`src/rtl/mrml_ram.sv`:
```
// generic single-port-write ram with registered read
module mrml_ram #(
  parameter int WIDTH = 8,
  parameter int DEPTH = 256
) (
  input  logic                     clk,
  input  logic                     we,
  input  logic [$clog2(DEPTH)-1:0] waddr,
  input  logic [WIDTH-1:0]         wdata,
  input  logic [$clog2(DEPTH)-1:0] raddr,
  output logic [WIDTH-1:0]         rdata
);
  logic [WIDTH-1:0] mem [DEPTH];
  always_ff @(posedge clk) begin
    if (we) begin
      mem[waddr] <= wdata;
    end
    rdata <= mem[raddr];
  end
endmodule

```
`config.mk`:
```
export PLATFORM = sky130hd
export DESIGN_NAME = mrml_ram
export DESIGN_NICKNAME = d
export VERILOG_FILES = /design/src/rtl/mrml_ram.sv
export SDC_FILE = /design/constraint.sdc
export NUM_CORES = 2
export LEC_CHECK = 0
export BUFFER_PORTS_ARGS = -buffer_cell sky130_fd_sc_hd__buf_2
export CAP_MARGIN = 20
export CORE_ASPECT_RATIO = 0.5
export CORE_MARGIN = 2
export CORE_UTILIZATION = 41
export DETAILED_ROUTE_END_ITERATION = 10
export PLACE_DENSITY = 0.6
export SYNTH_ARGS = -nofsm -noshare
export SYNTH_HDL_FRONTEND = slang
export SYNTH_SLANG_ARGS = --single-unit
export TNS_END_PERCENT = 10
```
`constraint.sdc`:
```
create_clock -name clk -period 2.6 [get_ports clk]
set_input_delay 0.65 -clock clk [delete_from_list [all_inputs] [get_ports clk]]
set_output_delay 0.65 -clock clk [all_outputs]
set_load 0.01 [all_outputs]
```
==> report_table.html <==
<table>
<tr><th>Metric</th><th>Value</th></tr>
<tr><th colspan="2">Yosys</th></tr>
<tr><td>Count of synthesis-stage warnings from yosys</td><td>0</td></tr>
<tr><td>Predominant post-synthesis flop cell</td><td>sky130_fd_sc_hd__edfxtp_1</td></tr>
<tr><td>Sequential share of the synthesized area</td><td>0.775</td></tr>
<tr><td>Yosys top cell area share</td><td>0.773</td></tr>
<tr><td>Count of cell types in the netlist</td><td>55</td></tr>
<tr><td>Cell types occupying the most area after synthesis</td><td>sky130_fd_sc_hd__edfxtp_1 (77%), sky130_fd_sc_hd__mux4_2 (13%), sky130_fd_sc_hd__mux2i_1 (1.7%)</td></tr>
<tr><td>Net count after synthesis</td><td>3759</td></tr>
<tr><td>Library cell occupying the most area in the post-synthesis netlist</td><td>sky130_fd_sc_hd__edfxtp_1</td></tr>
<tr><td>Post-synth EDFFs</td><td>2048</td></tr>
<tr><td>Syn Std Cell Area</td><td>79600 um2</td></tr>
<tr><td>Share of synthesized registers carrying an async set or reset</td><td>0</td></tr>
<tr><td>Average footprint of a synthesized cell</td><td>21.3 um2</td></tr>
<tr><td>Yosys reg bits</td><td>2056</td></tr>
<tr><td>Synthesized instance count</td><td>3733</td></tr>
<tr><th colspan="2">Timing</th></tr>
<tr><td>Setup repair after global routing missed its margin</td><td>yes</td></tr>
<tr><td>Number of failing hold endpoints at the final stage</td><td>0</td></tr>
<tr><td>Post-layout min period</td><td>2660 ps</td></tr>
<tr><td>Top achievable clock speed</td><td>around 380 MHz</td></tr>
<tr><td>Largest clock skew in the final design</td><td>29.3 ps</td></tr>
<tr><td>Relative max-transition margin</td><td>0.260</td></tr>
<tr><td>Slew at the pin closest to its max-slew limit</td><td>roughly 1100 ps</td></tr>
<tr><td>Final Slew Violations</td><td>0</td></tr>
<tr><td>Final setup violation count</td><td>1</td></tr>
<tr><td>Worst Slack Setup Final</td><td>-57.4 ps</td></tr>
<tr><td>Crit share post-route</td><td>1.02</td></tr>
<tr><th colspan="2">GRT</th></tr>
<tr><td>Number of antenna violations at the first check in global routing</td><td>17</td></tr>
<tr><td>Maximum number of pins on one net before global-route repair</td><td>99</td></tr>
<tr><td>Via count of the first global-routing pass</td><td>41400</td></tr>
<tr><td>Total grt overflow</td><td>0</td></tr>
<tr><td>Global-route wire length before repair</td><td>about 300000 um</td></tr>
<tr><td>Total routing resource utilization after global routing</td><td>0.207</td></tr>
<tr><th colspan="2">Critical path</th></tr>
<tr><td>Worst Setup End Kind</td><td>flip-flop</td></tr>
<tr><td>Most used cell along the critical path</td><td>sky130_fd_sc_hd__buf_4</td></tr>
<tr><td>WP buf/inv</td><td>4</td></tr>
<tr><td>Delay-heaviest family, CP</td><td>buffers and inverters</td></tr>
<tr><td>Worst-path maximum fanout</td><td>21</td></tr>
<tr><td>Crit-path max cell delay</td><td>530 ps</td></tr>
<tr><td>CP max stage cell</td><td>sky130_fd_sc_hd__nor4_4</td></tr>
<tr><td>Crit path cell chain</td><td>buf_8 &gt; buf_12 &gt; buf_4 &gt; mux2i_1 &gt; o22ai_1 &gt; o21ai_0 &gt; nand3_1 &gt; nor4_4 &gt; buf_4 &gt; nor4_1</td></tr>
<tr><td>Worst Setup Start Kind</td><td>input port</td></tr>
<tr><td>Required time at the worst-slack endpoint</td><td>3270 ps</td></tr>
<tr><td>Category of the most critical setup path</td><td>input port to flip-flop</td></tr>
<tr><td>Arrival time at the worst endpoint</td><td>3320 ps</td></tr>
<tr><th colspan="2">Detailed routing</th></tr>
<tr><td>Count of antenna-violating nets left after detailed routing</td><td>0</td></tr>
<tr><td>WL per Instance</td><td>28.2 um</td></tr>
<tr><td>Violation count after the first detailed-route iteration</td><td>roughly 5100</td></tr>
<tr><td>Per-cell via count in the routed design</td><td>5.68</td></tr>
<tr><td>Via Count</td><td>around 41000</td></tr>
<tr><td>Iteration count of the initial detailed-routing pass</td><td>8</td></tr>
<tr><td>DRC viols</td><td>0</td></tr>
<tr><td>Detailed-route wire length</td><td>204000 um</td></tr>
<tr><th colspan="2">Floorplanning</th></tr>
<tr><td>Overall die height</td><td>315 um</td></tr>
<tr><td>Area enclosed by the die boundary</td><td>approximately 200000 um2</td></tr>
<tr><td>Core Area</td><td>between 150000 and 200000 um2</td></tr>
<tr><td>DIE WIDTH</td><td>around 630 um</td></tr>
<tr><td>Initial cell density of the core</td><td>0.412</td></tr>
<tr><td>Number of core rows</td><td>114</td></tr>
<tr><td>Count of boundary I/O pins</td><td>34</td></tr>
<tr><th colspan="2">Cells and area</th></tr>
<tr><td>Net total in the final layout</td><td>approximately 4500</td></tr>
<tr><td>Flip-flop and latch area</td><td>61700 um2</td></tr>
<tr><td>Area grow syn2layout</td><td>18.4%</td></tr>
<tr><td>Total area of multi-input combinational cells</td><td>~17000 um2</td></tr>
<tr><td>Non-filler instance count after layout</td><td>just over 7000</td></tr>
<tr><td>Share of post-route cells with drive strength above 1</td><td>0.328</td></tr>
<tr><td>Number of inserted filler cells in the final layout</td><td>around 15000</td></tr>
<tr><td>Final design utilization</td><td>0.488</td></tr>
<tr><th colspan="2">Clock tree</th></tr>
<tr><td>Clock latency reported for the late side of the worst-skew pair</td><td>820 ps</td></tr>
<tr><td>Clock tree from TritonCTS</td><td>built</td></tr>
<tr><td>Max H-tree Level</td><td>4</td></tr>
<tr><td>Postcts setup bufs</td><td>0</td></tr>
<tr><td>Count of hold buffers inserted by post-cts repair</td><td>0</td></tr>
<tr><td>Total clock sinks</td><td>2056</td></tr>
<tr><td>CTS clock-pin slew for the worst setup and hold paths</td><td>60 ps</td></tr>
<tr><td>Number of buffers inserted during clock tree synthesis</td><td>182</td></tr>
<tr><td>Root buf cell</td><td>sky130_fd_sc_hd__clkbuf_16</td></tr>
<tr><td>Clk buf depth</td><td>3</td></tr>
<tr><th colspan="2">Power and ir drop</th></tr>
<tr><td>Total power density per cell area</td><td>a little over 700 nW/um2</td></tr>
<tr><td>Static Leakage</td><td>30.4 nW</td></tr>
<tr><td>Largest vdd supply drop</td><td>0.734 mV</td></tr>
<tr><th colspan="2">Placement</th></tr>
<tr><td>Count of buffers inserted at the top-level ports</td><td>33</td></tr>
<tr><td>Worst slack at placement</td><td>-1230 ps</td></tr>
<tr><td>Total instance count after detailed placement</td><td>a little under 7000</td></tr>
<tr><td>GPL Wtd Cong</td><td>0.856</td></tr>
<tr><td>Detail Placement HPWL</td><td>135000 um</td></tr>
<tr><th colspan="2">Hold path</th></tr>
<tr><td>Class of the most critical hold timing path</td><td>input port to flip-flop</td></tr>
<tr><th colspan="2">Run status</th></tr>
<tr><td>Outcome</td><td>finished with violations</td></tr>
<tr><td>Violations in the final reports</td><td>negative setup slack</td></tr>
<tr><th colspan="2">Job</th></tr>
<tr><td>Max-cap violations</td><td>0</td></tr>
</table>
==> cells by family after synthesis <==
group                  synth area share
buffers and inverters            0.0183
multiplexers                      0.146
flip-flops                        0.775
AO/OA/AOI/OAI                    0.0342
AND/OR/NAND/NOR                  0.0263
==> metrics by stage <==
stage               cell area (um2)  hold WS (ps)  total power [W]  TNS [ps]
global route                  94200           174           0.0684     -21.2
finish                        94200           210           0.0665     -57.4
detailed placement            88500          1020           0.0412     -7390
floorplan                     79600           749           0.0391         0
global placement              88400          1020           0.0412     -8930
CTS                           94100           148           0.0670         0
==> routing by layer <==
| metal | vias to the layer above | share of wire | global-route usage |
|---|---|---|---|
| li1 | 17200 | - | - |
| met1 | 21900 | 0.42 | 0.298 |
| met2 | 1733 | 0.47 | 0.322 |
| met3 | 278 | 0.084 | 0.0428 |
| met4 | 4 | 0.025 | 0.0588 |
| met5 | - | 0.00016 | 0 |
==> flip-flops by register name (all words and copies together), names as in the netlist <==
| name | count |
|---|---|
| mem | 2048 |
| rdata | 8 |
==> Yosys cell counts, types with 2 or more instances <==
master / number
sky130_fd_sc_hd__mux4_2: 454
sky130_fd_sc_hd__nor2b_1: 31
sky130_fd_sc_hd__buf_6: 21
sky130_fd_sc_hd__nand4_1: 10
sky130_fd_sc_hd__o211ai_1: 10
sky130_fd_sc_hd__buf_4: 27
sky130_fd_sc_hd__edfxtp_1: 2048
sky130_fd_sc_hd__and3b_1: 2
sky130_fd_sc_hd__buf_8: 13
sky130_fd_sc_hd__a311oi_1: 2
sky130_fd_sc_hd__nor4_1: 24
sky130_fd_sc_hd__clkbuf_1: 111
sky130_fd_sc_hd__o221ai_1: 46
sky130_fd_sc_hd__mux2i_1: 134
sky130_fd_sc_hd__o22a_1: 5
sky130_fd_sc_hd__nand2_1: 33
sky130_fd_sc_hd__buf_12: 8
sky130_fd_sc_hd__a221oi_1: 13
sky130_fd_sc_hd__a2111oi_1: 2
sky130_fd_sc_hd__nor4_2: 3
sky130_fd_sc_hd__or2_2: 4
sky130_fd_sc_hd__nor2_1: 282
sky130_fd_sc_hd__o21ai_1: 2
sky130_fd_sc_hd__a22o_1: 8
sky130_fd_sc_hd__nand3_1: 34
sky130_fd_sc_hd__a31oi_1: 2
sky130_fd_sc_hd__a211oi_1: 16
sky130_fd_sc_hd__a2111oi_0: 2
sky130_fd_sc_hd__o21ai_0: 10
sky130_fd_sc_hd__a21oi_1: 96
sky130_fd_sc_hd__dfxtp_1: 8
sky130_fd_sc_hd__nand3b_1: 2
sky130_fd_sc_hd__nand2b_1: 8
sky130_fd_sc_hd__a22oi_1: 133
sky130_fd_sc_hd__buf_1: 22
sky130_fd_sc_hd__nor3_1: 22
sky130_fd_sc_hd__buf_2: 31
sky130_fd_sc_hd__o32ai_1: 4
sky130_fd_sc_hd__and2_1: 6
sky130_fd_sc_hd__o22ai_1: 28
sky130_fd_sc_hd__mux4_1: 2
==> cell usage in the layout (no fill, tap or decap), types with 5 or more instances in the layout <==
cell	instances
sky130_fd_sc_hd__edfxtp_1	2048
sky130_fd_sc_hd__buf_4	663
sky130_fd_sc_hd__mux4_2	454
sky130_fd_sc_hd__nor2_1	279
sky130_fd_sc_hd__clkbuf_16	188
sky130_fd_sc_hd__mux2i_1	134
sky130_fd_sc_hd__a22oi_1	133
sky130_fd_sc_hd__a21oi_1	96
sky130_fd_sc_hd__buf_12	90
sky130_fd_sc_hd__clkbuf_1	49
sky130_fd_sc_hd__o221ai_1	46
sky130_fd_sc_hd__clkinv_1	40
sky130_fd_sc_hd__nand3_1	34
sky130_fd_sc_hd__nand2_1	33
sky130_fd_sc_hd__o22ai_1	28
sky130_fd_sc_hd__nor2b_1	28
sky130_fd_sc_hd__clkinv_2	28
sky130_fd_sc_hd__buf_2	22
sky130_fd_sc_hd__nor3_1	20
sky130_fd_sc_hd__nor4_1	18
sky130_fd_sc_hd__a211oi_1	14
sky130_fd_sc_hd__a221oi_1	13
sky130_fd_sc_hd__nand4_1	10
sky130_fd_sc_hd__o211ai_1	10
sky130_fd_sc_hd__o21ai_0	10
sky130_fd_sc_hd__clkbuf_8	9
sky130_fd_sc_hd__nand2b_1	8
sky130_fd_sc_hd__a22o_1	8
sky130_fd_sc_hd__bufinv_16	8
sky130_fd_sc_hd__dfxtp_1	8
sky130_fd_sc_hd__nor4_2	7
sky130_fd_sc_hd__clkinvlp_4	7
sky130_fd_sc_hd__and2_1	6
sky130_fd_sc_hd__o22a_1	5
==> power breakdown <==
part / internal (W) / leakage [nW] / switching (W) / total, W
Clock: 0.0141 / 2.74 / 0.0118 / 0.0260
Combinational: 0.00161 / 9.19 / 0.00232 / 0.00393
Sequential: 0.0365 / 18.5 / 0.0000766 / 0.0366
==> timing repair <==
action | 4_1_cts | 5_1_grt
resized for setup | 7 | 7
pin swaps | 0 | 1
setup endpoints to repair | 3 | 5
==> final cells by class <==
class                      instances  area share
sequential                      2056       0.655
multi-input combinational       1442       0.176
timing repair buffer             786      0.0748
clock buffer                     240      0.0523
tap                             2610      0.0347
clock inverter                    91     0.00749
inverter                           2   0.0000797
antenna                            1   0.0000266
==> worst reg2reg max path: cells and delay by family (launching register included) <==
family                 cells  cell delay, ps
AND/OR/NAND/NOR            4            1410
buffers and inverters      2             370
multiplexers               1             240
flip-flops                 1             340
AO/OA/AOI/OAI              1              70
==> path summary, 6_finish.rpt <==
| path | slack (ps) | to | start | cells past startpoint |
|---|---|---|---|---|
| worst max register to register | 80 | rdata[2] | mem[97][2] | 8 |
| worst max-delay path | -60 | rdata[4] | raddr[0] | 10 |
| worst min-delay path | 210 | mem[234][2] | wdata[2] | 1 |
| worst min register to register | 1140 | rdata[0] | mem[30][0] | 6 |
Note: power is estimated with default switching activity, not from simulation.
